## config.mk

```make
export PLATFORM = sky130hd
export DESIGN_NAME = lpc_residual_filter
export DESIGN_NICKNAME = d
export VERILOG_FILES = /design/src/design/lpcr_pkg.sv /design/src/design/lpcr_ram.sv /design/src/design/lpcr_ctrl.sv /design/src/design/lpcr_dp.sv /design/src/design/lpc_residual_filter.sv
export SDC_FILE = /design/constraint.sdc
export NUM_CORES = 2
export LEC_CHECK = 0
export ABC_AREA = 1
export BUFFER_PORTS_ARGS = -buffer_cell sky130_fd_sc_hd__buf_2
export CORE_AREA = 2 2 379 381
export DETAILED_ROUTE_END_ITERATION = 10
export DIE_AREA = 0 0 381 383
export PLACE_DENSITY_LB_ADDON = 0.3
export SETUP_SLACK_MARGIN = 0.02
export SYNTH_ARGS = -nofsm -noshare
export SYNTH_HDL_FRONTEND = slang
export SYNTH_SLANG_ARGS = --single-unit
```

## constraint.sdc

```tcl
create_clock -name clk_i -period 8.44 [get_ports clk_i]
set_input_delay 0.422 -clock clk_i [delete_from_list [all_inputs] [get_ports clk_i]]
set_output_delay 0.422 -clock clk_i [all_outputs]
set_load 0.05 [all_outputs]
```

## src/design/lpcr_pkg.sv

```systemverilog
`timescale 1ns / 1ps
// Shared types and constants for the LPC residual filter.
// No dependencies; imported by lpcr_ctrl, lpcr_dp, the top level and the testbench.
package lpcr_pkg;

  localparam int TAPS_DEF  = 32;
  localparam int ORDER_W   = 6;
  localparam int IDX_W     = 5;
  localparam int COEF_W    = 24;
  localparam int SMP_W     = 16;
  localparam int RES_W     = 17;
  localparam int PROD_W    = COEF_W + SMP_W;
  localparam int FRAC_BITS = 20;

  localparam logic OP_LOAD   = 1'b0;
  localparam logic OP_SAMPLE = 1'b1;

  typedef enum logic [1:0] {
    ST_IDLE,
    ST_DECIDE,
    ST_MAC,
    ST_FINISH
  } state_e;

  // How the prediction of the current sample is formed
  typedef enum logic [1:0] {
    MODE_SELF,
    MODE_LAST,
    MODE_FULL
  } mode_e;

  typedef struct packed {
    logic capture;
    logic coef_we;
    logic mac_clear;
    logic issue;
    logic finish;
  } cmd_t;

  typedef struct packed {
    logic full;
    logic more;
    logic busy;
    logic out_free;
  } status_t;

endpackage

```

## src/design/lpcr_ram.sv

```systemverilog
`timescale 1ns / 1ps
// Generic single-write, single-read RAM with registered read data.
// No dependencies.
module lpcr_ram #(
  parameter int WIDTH = 16,
  parameter int DEPTH = 32
) (
  input  logic                                   clk_i,
  input  logic                                   we_i,
  input  logic [((DEPTH > 1) ? $clog2(DEPTH) : 1)-1:0] waddr_i,
  input  logic [WIDTH-1:0]                       wdata_i,
  input  logic [((DEPTH > 1) ? $clog2(DEPTH) : 1)-1:0] raddr_i,
  output logic [WIDTH-1:0]                       rdata_o
);

  logic [WIDTH-1:0] mem_q [DEPTH];
  logic [WIDTH-1:0] rdata_q;

  always_ff @(posedge clk_i) begin
    if (we_i) begin
      mem_q[waddr_i] <= wdata_i;
    end
    rdata_q <= mem_q[raddr_i];
  end

  assign rdata_o = rdata_q;

endmodule

```

## src/design/lpcr_ctrl.sv

```systemverilog
`timescale 1ns / 1ps
// Sequencer for the LPC residual filter: request intake, MAC loop, finish.
// Depends on lpcr_pkg; drives the datapath through cmd_t, reads status_t.
module lpcr_ctrl
  import lpcr_pkg::*;
(
  input  logic    clk_i,
  input  logic    rst_ni,
  input  logic    in_valid_i,
  input  logic    operation_i,
  output logic    in_ready_o,
  input  status_t status_i,
  output cmd_t    cmd_o
);

  state_e state_q, state_d;

  always_ff @(posedge clk_i or negedge rst_ni) begin
    if (!rst_ni) begin
      state_q <= ST_IDLE;
    end else begin
      state_q <= state_d;
    end
  end

  always_comb begin
    state_d    = state_q;
    cmd_o      = '0;
    in_ready_o = 1'b0;
    case (state_q)
      ST_IDLE: begin
        in_ready_o = 1'b1;
        if (in_valid_i) begin
          if (operation_i == OP_LOAD) begin
            cmd_o.coef_we = 1'b1;
          end else begin
            cmd_o.capture = 1'b1;
            state_d       = ST_DECIDE;
          end
        end
      end
      ST_DECIDE: begin
        if (status_i.full) begin
          cmd_o.mac_clear = 1'b1;
          state_d         = ST_MAC;
        end else begin
          state_d = ST_FINISH;
        end
      end
      ST_MAC: begin
        cmd_o.issue = status_i.more;
        // drain the read/multiply stages before rounding
        if (!status_i.more && !status_i.busy) begin
          state_d = ST_FINISH;
        end
      end
      ST_FINISH: begin
        // hold until the output register can take the result
        if (status_i.out_free) begin
          cmd_o.finish = 1'b1;
          state_d      = ST_IDLE;
        end
      end
      default: begin
        state_d = ST_IDLE;
      end
    endcase
  end

endmodule

```

## src/design/lpcr_dp.sv

```systemverilog
`timescale 1ns / 1ps
// Datapath of the LPC residual filter: coefficient and history RAMs,
// multiply-accumulate pipeline, saturation, rounding and output register.
// Depends on lpcr_pkg and lpcr_ram.
module lpcr_dp
  import lpcr_pkg::*;
#(
  parameter int TAPS = TAPS_DEF
) (
  input  logic                       clk_i,
  input  logic                       rst_ni,
  input  cmd_t                       cmd_i,
  output status_t                    status_o,
  input  logic                       cfg_we_i,
  input  logic [ORDER_W-1:0]         cfg_wdata_i,
  input  logic [IDX_W-1:0]           coef_index_i,
  input  logic signed [COEF_W-1:0]   coef_value_i,
  input  logic signed [SMP_W-1:0]    sample_i,
  input  logic                       restart_i,
  output logic                       out_valid_o,
  input  logic                       out_ready_i,
  output logic signed [SMP_W-1:0]    prediction_o,
  output logic signed [RES_W-1:0]    residual_o
);

  localparam int AW    = (TAPS > 1) ? $clog2(TAPS) : 1;
  localparam int CW    = $clog2(TAPS + 1);
  localparam int NW    = $clog2(TAPS + 2);
  localparam int ACC_W = PROD_W + $clog2(TAPS) + 1;
  localparam logic signed [ACC_W-1:0] SAT_HI = ACC_W'(64'sd34358689792);
  localparam logic signed [ACC_W-1:0] SAT_LO = ACC_W'(-64'sd34359738368);
  localparam logic signed [ACC_W-1:0] HALF   = ACC_W'(64'sd524288);

  logic [ORDER_W-1:0]       order_q;
  logic [CW-1:0]            taps;
  logic [TAPS-1:0]          cval_q;
  logic [NW-1:0]            cnt_q, cnt_eff;
  logic [AW-1:0]            wp_q, rp_q, rp_prev;
  logic [CW-1:0]            idx_q;
  logic signed [SMP_W-1:0]  smp_q, last_q;
  mode_e                    mode_q, mode_d;
  logic                     v1_q, v2_q, cv1_q;
  logic signed [COEF_W-1:0] coef_rd, coef_use;
  logic signed [SMP_W-1:0]  hist_rd;
  logic signed [PROD_W-1:0] prod_q;
  logic signed [ACC_W-1:0]  acc_q, acc_sat, acc_rnd;
  logic signed [SMP_W-1:0]  pred;
  logic                     coef_wr;
  logic                     out_valid_q;
  logic signed [SMP_W-1:0]  pred_q;
  logic signed [RES_W-1:0]  res_q;

  assign taps = (int'(order_q) > TAPS) ? CW'(TAPS) : CW'(order_q);
  assign cnt_eff = restart_i ? '0 : cnt_q;

  always_comb begin
    if (cnt_eff == '0) begin
      mode_d = MODE_SELF;
    end else if (int'(cnt_eff) <= int'(taps)) begin
      mode_d = MODE_LAST;
    end else begin
      mode_d = MODE_FULL;
    end
  end

  // step back one slot through the circular history
  function automatic logic [AW-1:0] dec_ptr(input logic [AW-1:0] p);
    dec_ptr = (p == '0) ? AW'(TAPS - 1) : p - AW'(1);
  endfunction

  assign rp_prev = dec_ptr(wp_q);
  assign coef_wr = cmd_i.coef_we && (int'(coef_index_i) < TAPS);

  lpcr_ram #(.WIDTH(COEF_W), .DEPTH(TAPS)) u_coef_ram (
    .clk_i   (clk_i),
    .we_i    (coef_wr),
    .waddr_i (AW'(coef_index_i)),
    .wdata_i (coef_value_i),
    .raddr_i (idx_q[AW-1:0]),
    .rdata_o (coef_rd)
  );

  lpcr_ram #(.WIDTH(SMP_W), .DEPTH(TAPS)) u_hist_ram (
    .clk_i   (clk_i),
    .we_i    (cmd_i.finish),
    .waddr_i (wp_q),
    .wdata_i (smp_q),
    .raddr_i (rp_q),
    .rdata_o (hist_rd)
  );

  // Control registers
  always_ff @(posedge clk_i or negedge rst_ni) begin
    if (!rst_ni) begin
      order_q     <= ORDER_W'(1);
      cval_q      <= '0;
      cnt_q       <= '0;
      wp_q        <= '0;
      rp_q        <= '0;
      idx_q       <= '0;
      mode_q      <= MODE_SELF;
      v1_q        <= 1'b0;
      v2_q        <= 1'b0;
      out_valid_q <= 1'b0;
    end else begin
      if (cfg_we_i) begin
        order_q <= cfg_wdata_i;
      end
      if (coef_wr) begin
        cval_q[AW'(coef_index_i)] <= 1'b1;
      end
      if (cmd_i.capture) begin
        cnt_q  <= cnt_eff;
        mode_q <= mode_d;
      end
      if (cmd_i.mac_clear) begin
        idx_q <= '0;
        rp_q  <= rp_prev;
      end else if (cmd_i.issue) begin
        idx_q <= idx_q + CW'(1);
        rp_q  <= dec_ptr(rp_q);
      end
      v1_q <= cmd_i.issue;
      v2_q <= v1_q;
      if (cmd_i.finish) begin
        if (int'(cnt_q) < TAPS + 1) begin
          cnt_q <= cnt_q + NW'(1);
        end
        wp_q <= (wp_q == AW'(TAPS - 1)) ? '0 : wp_q + AW'(1);
      end
      if (cmd_i.finish) begin
        out_valid_q <= 1'b1;
      end else if (out_ready_i) begin
        out_valid_q <= 1'b0;
      end
    end
  end

  // never-written coefficients read as zero
  assign coef_use = cv1_q ? coef_rd : '0;

  // Payload registers
  always_ff @(posedge clk_i) begin
    if (cmd_i.capture) begin
      smp_q <= sample_i;
    end
    cv1_q  <= cval_q[idx_q[AW-1:0]];
    prod_q <= coef_use * hist_rd;
    if (cmd_i.mac_clear) begin
      acc_q <= '0;
    end else if (v2_q) begin
      acc_q <= acc_q + {{(ACC_W-PROD_W){prod_q[PROD_W-1]}}, prod_q};
    end
    if (cmd_i.finish) begin
      last_q <= smp_q;
      pred_q <= pred;
      res_q  <= {smp_q[SMP_W-1], smp_q} - {pred[SMP_W-1], pred};
    end
  end

  always_comb begin
    if (acc_q > SAT_HI) begin
      acc_sat = SAT_HI;
    end else if (acc_q < SAT_LO) begin
      acc_sat = SAT_LO;
    end else begin
      acc_sat = acc_q;
    end
    acc_rnd = acc_sat + HALF;
    case (mode_q)
      MODE_SELF: pred = smp_q;
      MODE_LAST: pred = last_q;
      MODE_FULL: pred = acc_rnd[FRAC_BITS+SMP_W-1:FRAC_BITS];
      default:   pred = smp_q;
    endcase
  end

  assign status_o.full     = (mode_q == MODE_FULL);
  assign status_o.more     = (idx_q < taps);
  assign status_o.busy     = v1_q || v2_q;
  assign status_o.out_free = !out_valid_q || out_ready_i;

  assign out_valid_o  = out_valid_q;
  assign prediction_o = pred_q;
  assign residual_o   = res_q;

endmodule

```

## src/design/lpc_residual_filter.sv

```systemverilog
`timescale 1ns / 1ps
// LPC residual filter top level: controller plus datapath.
// Depends on lpcr_pkg, lpcr_ctrl, lpcr_dp (and lpcr_ram below it).
// Use: requests arrive on the in channel (valid/ready). A load request writes
// one tap coefficient (Q3.20) and returns nothing. A sample request returns
// one prediction/residual pair on the out channel. One request is worked at
// a time; ready is high only while the sequencer is idle. A warm-up sample
// (first of a stream, or within the first order samples) goes from the
// decide step straight to the finish step. A fully predicted sample runs
// one multiply-accumulate per tap through a read / multiply / accumulate
// pipeline, which drains before the sum is saturated and rounded.
// The result sits in an output register, so the next request is taken while
// the receiver stalls; a second result holds in the finish step until the
// register frees. The user must write the order register through cfg_we_i
// only while idle; the block itself does not enforce it. Reset sets order
// to 1, marks all coefficients as zero and starts a new stream; no clearing
// pass is needed.
module lpc_residual_filter
  import lpcr_pkg::*;
#(
  parameter int TAPS = TAPS_DEF
) (
  input  logic                     clk_i,
  input  logic                     rst_ni,
  input  logic                     cfg_we_i,
  input  logic [ORDER_W-1:0]       cfg_wdata_i,
  input  logic                     in_valid_i,
  output logic                     in_ready_o,
  input  logic                     operation_i,
  input  logic [IDX_W-1:0]         coef_index_i,
  input  logic signed [COEF_W-1:0] coef_value_i,
  input  logic signed [SMP_W-1:0]  sample_i,
  input  logic                     restart_i,
  output logic                     out_valid_o,
  input  logic                     out_ready_i,
  output logic signed [SMP_W-1:0]  prediction_o,
  output logic signed [RES_W-1:0]  residual_o
);

  cmd_t    cmd;
  status_t status;

  lpcr_ctrl u_ctrl (
    .clk_i       (clk_i),
    .rst_ni      (rst_ni),
    .in_valid_i  (in_valid_i),
    .operation_i (operation_i),
    .in_ready_o  (in_ready_o),
    .status_i    (status),
    .cmd_o       (cmd)
  );

  lpcr_dp #(.TAPS(TAPS)) u_dp (
    .clk_i        (clk_i),
    .rst_ni       (rst_ni),
    .cmd_i        (cmd),
    .status_o     (status),
    .cfg_we_i     (cfg_we_i),
    .cfg_wdata_i  (cfg_wdata_i),
    .coef_index_i (coef_index_i),
    .coef_value_i (coef_value_i),
    .sample_i     (sample_i),
    .restart_i    (restart_i),
    .out_valid_o  (out_valid_o),
    .out_ready_i  (out_ready_i),
    .prediction_o (prediction_o),
    .residual_o   (residual_o)
  );

endmodule

```

Yosys cells after proc, flatten, opt, wreduce, memory -nomap -nowiden
Memories as Yosys holds them, arrays and structs flattened. A register that Yosys moved wholly into a read port is not among the register bits.
Index checks and enable logic that the tools add are counted.

storage, ports and cells
  register bits after elaboration = 219
  latch bits = 0
  memory bits (writable) = 1280
  bits in read-only memories = 0
  input port bits = 58
  output and inout bits = 35
  word-level logic and storage cells = 107
  memories = 2

memory list
  name                   depth  width  rd ports  clocked after memory_dff  write ports  line            RTL
  u_dp.u_coef_ram.mem_q  32     24     1         1                         1            lpcr_ram.sv:16  logic [WIDTH-1:0] mem_q [DEPTH];
  u_dp.u_hist_ram.mem_q  32     16     1         1                         1            lpcr_ram.sv:16

cells by class
  add/subtract/negate cells = 8
  multiply operators = 1
  divide/modulo/power cells = 0
  order comparisons = 9
  eq/ne operators = 10
  shift operators = 0
  muxes and demuxes = 44
  bitwise gates (word level) = 1
  reduce and logical (&&, ||, !) cells = 14

operator list
  kind                      number
  $mux W36                  2
  $add A46 B46 Y46          1
  $gt A46 B36 Y1 const B    1
  $lt A46 B36 Y1 const B    1
  $mux W6                   7
  $mul A24 B16 Y40          1
  $add A36 B21 Y36 const B  1
  $or A32 B32 Y32           1
  $pmux W16 S2              1
  $mux W5                   5
  $mux W24                  1
  $mux W1                   17
  $sub A16 B16 Y17          1
  $mux W2                   8
  $add A6 B1 Y6 const B     2
  $lt A5 B6 Y1 const B      2
  $logic_not A5 Y1          2
  $sub A5 B1 Y5 const B     2
  $pmux W2 S4               1
  $eq A2 B2 Y1 const B      3
  $gt A6 B6 Y1 const B      1
  $le A6 B6 Y1              1
  $logic_not A6 Y1          1
  $lt A6 B6 Y1              1
  other kinds (15)          23

Longest topological paths before layout
  word-level depth = 7
  depth in mapped cells = 29
  gate-level depth less buffers = 26

Hierarchy
Synthesis repeated with hierarchy kept, for this count alone.

second synthesis, totals
  cells, all modules = 7927
  area total of the unflattened synthesis = 80288.3 µm²

modules (own cells, without submodules)
  module                       times used  cells each  area an instance (µm²)  sequential area each (µm²)
  lpcr_ram at u_dp.u_coef_ram  1           2665        31760.5                 23542.6
  lpcr_dp                      1           3430        26995.9                 5321.4
  lpcr_ram at u_dp.u_hist_ram  1           1794        21301.7                 15695.1
  lpcr_ctrl                    1           38          230.2                   50.0

Least setup slack after synthesis
OpenSTA, ideal clock, no wires.

  kind = flip-flop to flip-flop
  start point = reg u_dp.cv1_q
  end point = reg u_dp.prod_q[39]
  library setup time = 0.072 ns
  data arrival time = 5.953 ns
  required time = 8.368 ns
  setup slack = 2.415 ns
  stages on the path, launching flop included = 24
  buffers on the path = 3
  period minus slack after synthesis = 6.025 ns
  cells stage by stage = dfxtp_1 clkbuf_1 clkbuf_1 nand2_1 clkbuf_1 nor2_1 fa_1 fa_1 fa_1 fa_1 inv_1 fa_1 inv_1 fa_1 ha_1 nand2_1 nor2_1 nand2_1 nor4_1 nand3_1 nand3_1 nand3_1 nand2_1 xor2_1

on the way
  longest elaborated chain between the ends = 2

RTL lines
  element                   line            RTL
  start: declaration        lpcr_dp.sv:42   logic v1_q, v2_q, cv1_q;
  start signal: assignment  lpcr_dp.sv:147  cv1_q <= cval_q[idx_q[AW-1:0]];
  $mux W24                  lpcr_dp.sv:140  assign coef_use = cv1_q ? coef_rd : '0;
  $mul A24 B16 Y40          lpcr_dp.sv:148  prod_q <= coef_use * hist_rd;
  end signal: assignment    lpcr_dp.sv:148
  end: declaration          lpcr_dp.sv:45   logic signed [PROD_W-1:0] prod_q;

Every way passes these cells.
A chain may end at the register's enable or synchronous reset.

Final worst setup path
Ends and elaborated chain as after synthesis.

==> flow_summary_export.csv <==
group,metric,value,unit
outcome,outcome,"finished, final reports clean",
synth,async_flop_share,0.0435,
synth,synth_flop_cell,"edfxtp_1",
clocking,post_cts_resized,0,
sta,rsz0062_at_grt,"no",
detailed_routing,postRouteAntennaNets,0,
detailed_routing,drc,0,
clocking,root_buffer,"clkbuf_16",
floorplanning,io_pins,93,
sta,period_share,0.822,
critical_path,rr_worst_depth,23,
detailed_routing,dr.pass1.iters,6,
layout,syn2layout_area_growth,10.6,%
min_path,hp-class,"in -> reg",
global_route,grt_pass1_wl,324,mm
critical_path,cp.required,9.13,ns
clocking,clkLatencyLatePin,0.80,ns
detailed_routing,vias_per_cell,5.95,
sta,finalSetupViolCount,0,
place,hpwl,137,mm
critical_path,r2r-end,"u_dp.prod_q[39]$_DFF_P_",
detailed_routing,routed_wl,217,mm
clocking,clkSinkCount,1539,
synth,synth_area_leaders,"edfxtp_1 (52%), fa_1 (9.7%), nor2_1 (5.4%)",
sta,fin_crit,6.94,ns
critical_path,critPathLaunch,"u_dp.cv1_q$_DFF_P_",
place,dp_cells,8882,
layout,nets,7781,
clocking,clk_path_buf_depth,3,
place,io_buffers,92,
critical_path,worstPathArrival,7.63,ns
global_route,grt_overflow,0,
sta,hold_viol_final,0,
synth,synth.avg_cell_area,10.9,um2
detailed_routing,wl_per_cell,23.6,um
layout,post-route-util,0.602,
synth,syn_area,77400,um2
global_route,grt_max_degree,212,
critical_path,critical_path_class,"reg -> reg",
floorplanning,coreArea,142000,um2
sta,setup_tns,0,ns
floorplanning,die_height,383,um
critical_path,path_max_fanout,24,
synth,synthTopCellsByCount,"edfxtp_1 (1,345), nor2_1 (1,115), o21ai_0 (813)",
layout,drive_gt1_frac,0.0773,
global_route,grtUsageTotal,0.295,
synth,synth-seq-cells,1539,
layout,fin_cells,9196,
layout,final_area,85700,um2
critical_path,crit_end,"u_dp.prod_q[39]$_DFF_P_",
clocking,cts_buffers,155,
floorplanning,num_rows,139,
place,gp_congestion,0.952,
synth,yosysWarnings,0,
floorplanning,die_w,381,um
synth,syn_inst,7104,
synth,synth_seq_area_share,0.576,
sta,tightestPinTransition,1.17,ns
floorplanning,start_util,0.544,
clocking,cts_max_level,4,
clocking,clkTransAtPathRegs,0.06,ns
place,placed_area,80200,um2
synth,synth_top_area_frac,0.522,
critical_path,r2r-start,"u_dp.cv1_q$_DFF_P_",
synth,synth_most_common_cell,"edfxtp_1",
critical_path,startpoint_type,"flop",
synth,ys_types,59,
synth,synth_largest_area_cell,"edfxtp_1",
sta,finalClockSkew,0.0552,ns
sta,timing.fmax,144,MHz
global_route,antenna_found_initial,17,
sta,report.final.slew_viol_count,0,
synth,synthesis.nets,7725,
floorplanning,fp.dieArea,146000,um2
clocking,cts_tree,"built",
global_route,grt_pass1_vias,53000,
critical_path,reg2reg_setup_slack,1.50,ns
detailed_routing,drtIter0Drc,6241,
detailed_routing,via_count,54700,
run,drv_cap,0,
critical_path,critPathCaptureType,"flop",
sta,slew_headroom,0.219,
synth,synth_edf_count,1345,
[how the worst min path moves through the flow]
stage,cells past startpoint,from,to,slack (ns)
final,2,cfg_we_i,u_dp.order_q[5]$_DFFE_PN0P_,0.07
after floorplan,0,rst_ni,u_ctrl.state_q[0]$_DFFE_PN0P_,0.13
after detailed placement,1,u_dp.cnt_q[3]$_DFF_PN0_,u_dp.cnt_q[3]$_DFF_PN0_,0.43
after CTS,2,cfg_we_i,u_dp.order_q[5]$_DFFE_PN0P_,0.008
after global routing,2,cfg_we_i,u_dp.order_q[5]$_DFFE_PN0P_,0.06
after global placement,1,u_dp.cnt_q[3]$_DFF_PN0_,u_dp.cnt_q[3]$_DFF_PN0_,0.43
[state kept, by name, indices dropped and copies added, names as in the netlist, 2 cells and up]
register                 flops
u_dp.order_q                 6
u_dp.u_coef_ram.mem_q      768
u_dp.idx_q                   6
u_dp.acc_q                  46
u_ctrl.state_q               2
u_dp.last_q                 16
u_dp.rp_q                    5
u_dp.prod_q                 40
u_dp.cval_q                 32
u_dp.wp_q                    5
u_dp.prediction_o           16
u_dp.u_coef_ram.rdata_o     24
u_dp.u_hist_ram.mem_q      512
u_dp.residual_o             17
u_dp.smp_q                  16
u_dp.u_hist_ram.rdata_o     16
u_dp.cnt_q                   6
u_dp.mode_q                  2
[area by class of cell]
type                       count  area (um2)
sequential                  1539       44600
inverter                     794        3000
multi-input combinational   4428       28800
timing repair buffer         242        1670
tap                         1903        2380
antenna                        5        12.5
clock buffer                 193        4110
fill                       11400       56600
clock inverter                92        1080
[stage by stage]
stage	worst slack (ns)	hold slack, ns
finish	1.50	0.0662
CTS	1.59	0.00795
global placement	1.62	0.428
floorplan	2.42	0.126
global route	1.18	0.0576
detailed placement	1.66	0.433
[logic make-up after synthesis]
kind of cell | share of synthesized area
AND/OR/NAND/NOR | 0.116
AO/OA/AOI/OAI | 0.113
multiplexers | 0.000582
buffers and inverters | 0.0560
flip-flops | 0.576
XOR/XNOR | 0.0106
adder cells (fa/ha/maj) | 0.127
[cell usage in the layout, fill, tap and decap left out, types with 63 or more instances in the layout]
cell type  netlist  routed
edfxtp_1      1345    1345
nor2_1        1115    1080
ha_1           187     187
o21ai_0        813     813
fa_1           376     376
o22ai_1        217     217
dfxtp_1        127     127
nand2_1        800     800
buf_2           29      91
buf_4            0     125
nand3_1        192     192
inv_1          775     771
nand4_1         63      63
o221ai_1       112     112
clkbuf_16        0     157
a21oi_1        197     197
[timing repair]
action                    CTS  global route
hold buffers               24             0
buffers inserted            0             0
hold endpoints to repair   89             0
[layer usage]
layer / global-route usage / wire (um) / vias to the layer above / share of wire
li1: - / - / 24600 / -
met1: 0.407 / 86600 / 26900 / 0.40
met2: 0.469 / 102000 / 2758 / 0.47
met3: 0.0547 / 20500 / 487 / 0.095
met4: 0.108 / 8100 / 8 / 0.037
met5: 0 / 48 / - / 0.00022
[critical path: stages, from the launching register on]
cell and delay [ns]:
dfxtp_1 0.29, buf_4 0.22, nand2_1 0.40, clkinv_1 0.48
nand2_1 0.24, fa_1 0.48, fa_1 0.50, fa_1 0.45
fa_1 0.52, inv_1 0.07, fa_1 0.53, inv_1 0.05
fa_1 0.50, inv_1 0.05, ha_1 0.37, nand2_1 0.15
nor2_1 0.36, nand4_1 0.25, nor3_1 0.32, nand3_1 0.12
nand3_1 0.16, nand3_1 0.09, nand2_1 0.08, xor2_1 0.15
Power is not shown: default switching activity piles up to over one toggle a cycle in this logic, so the estimate is an artifact.
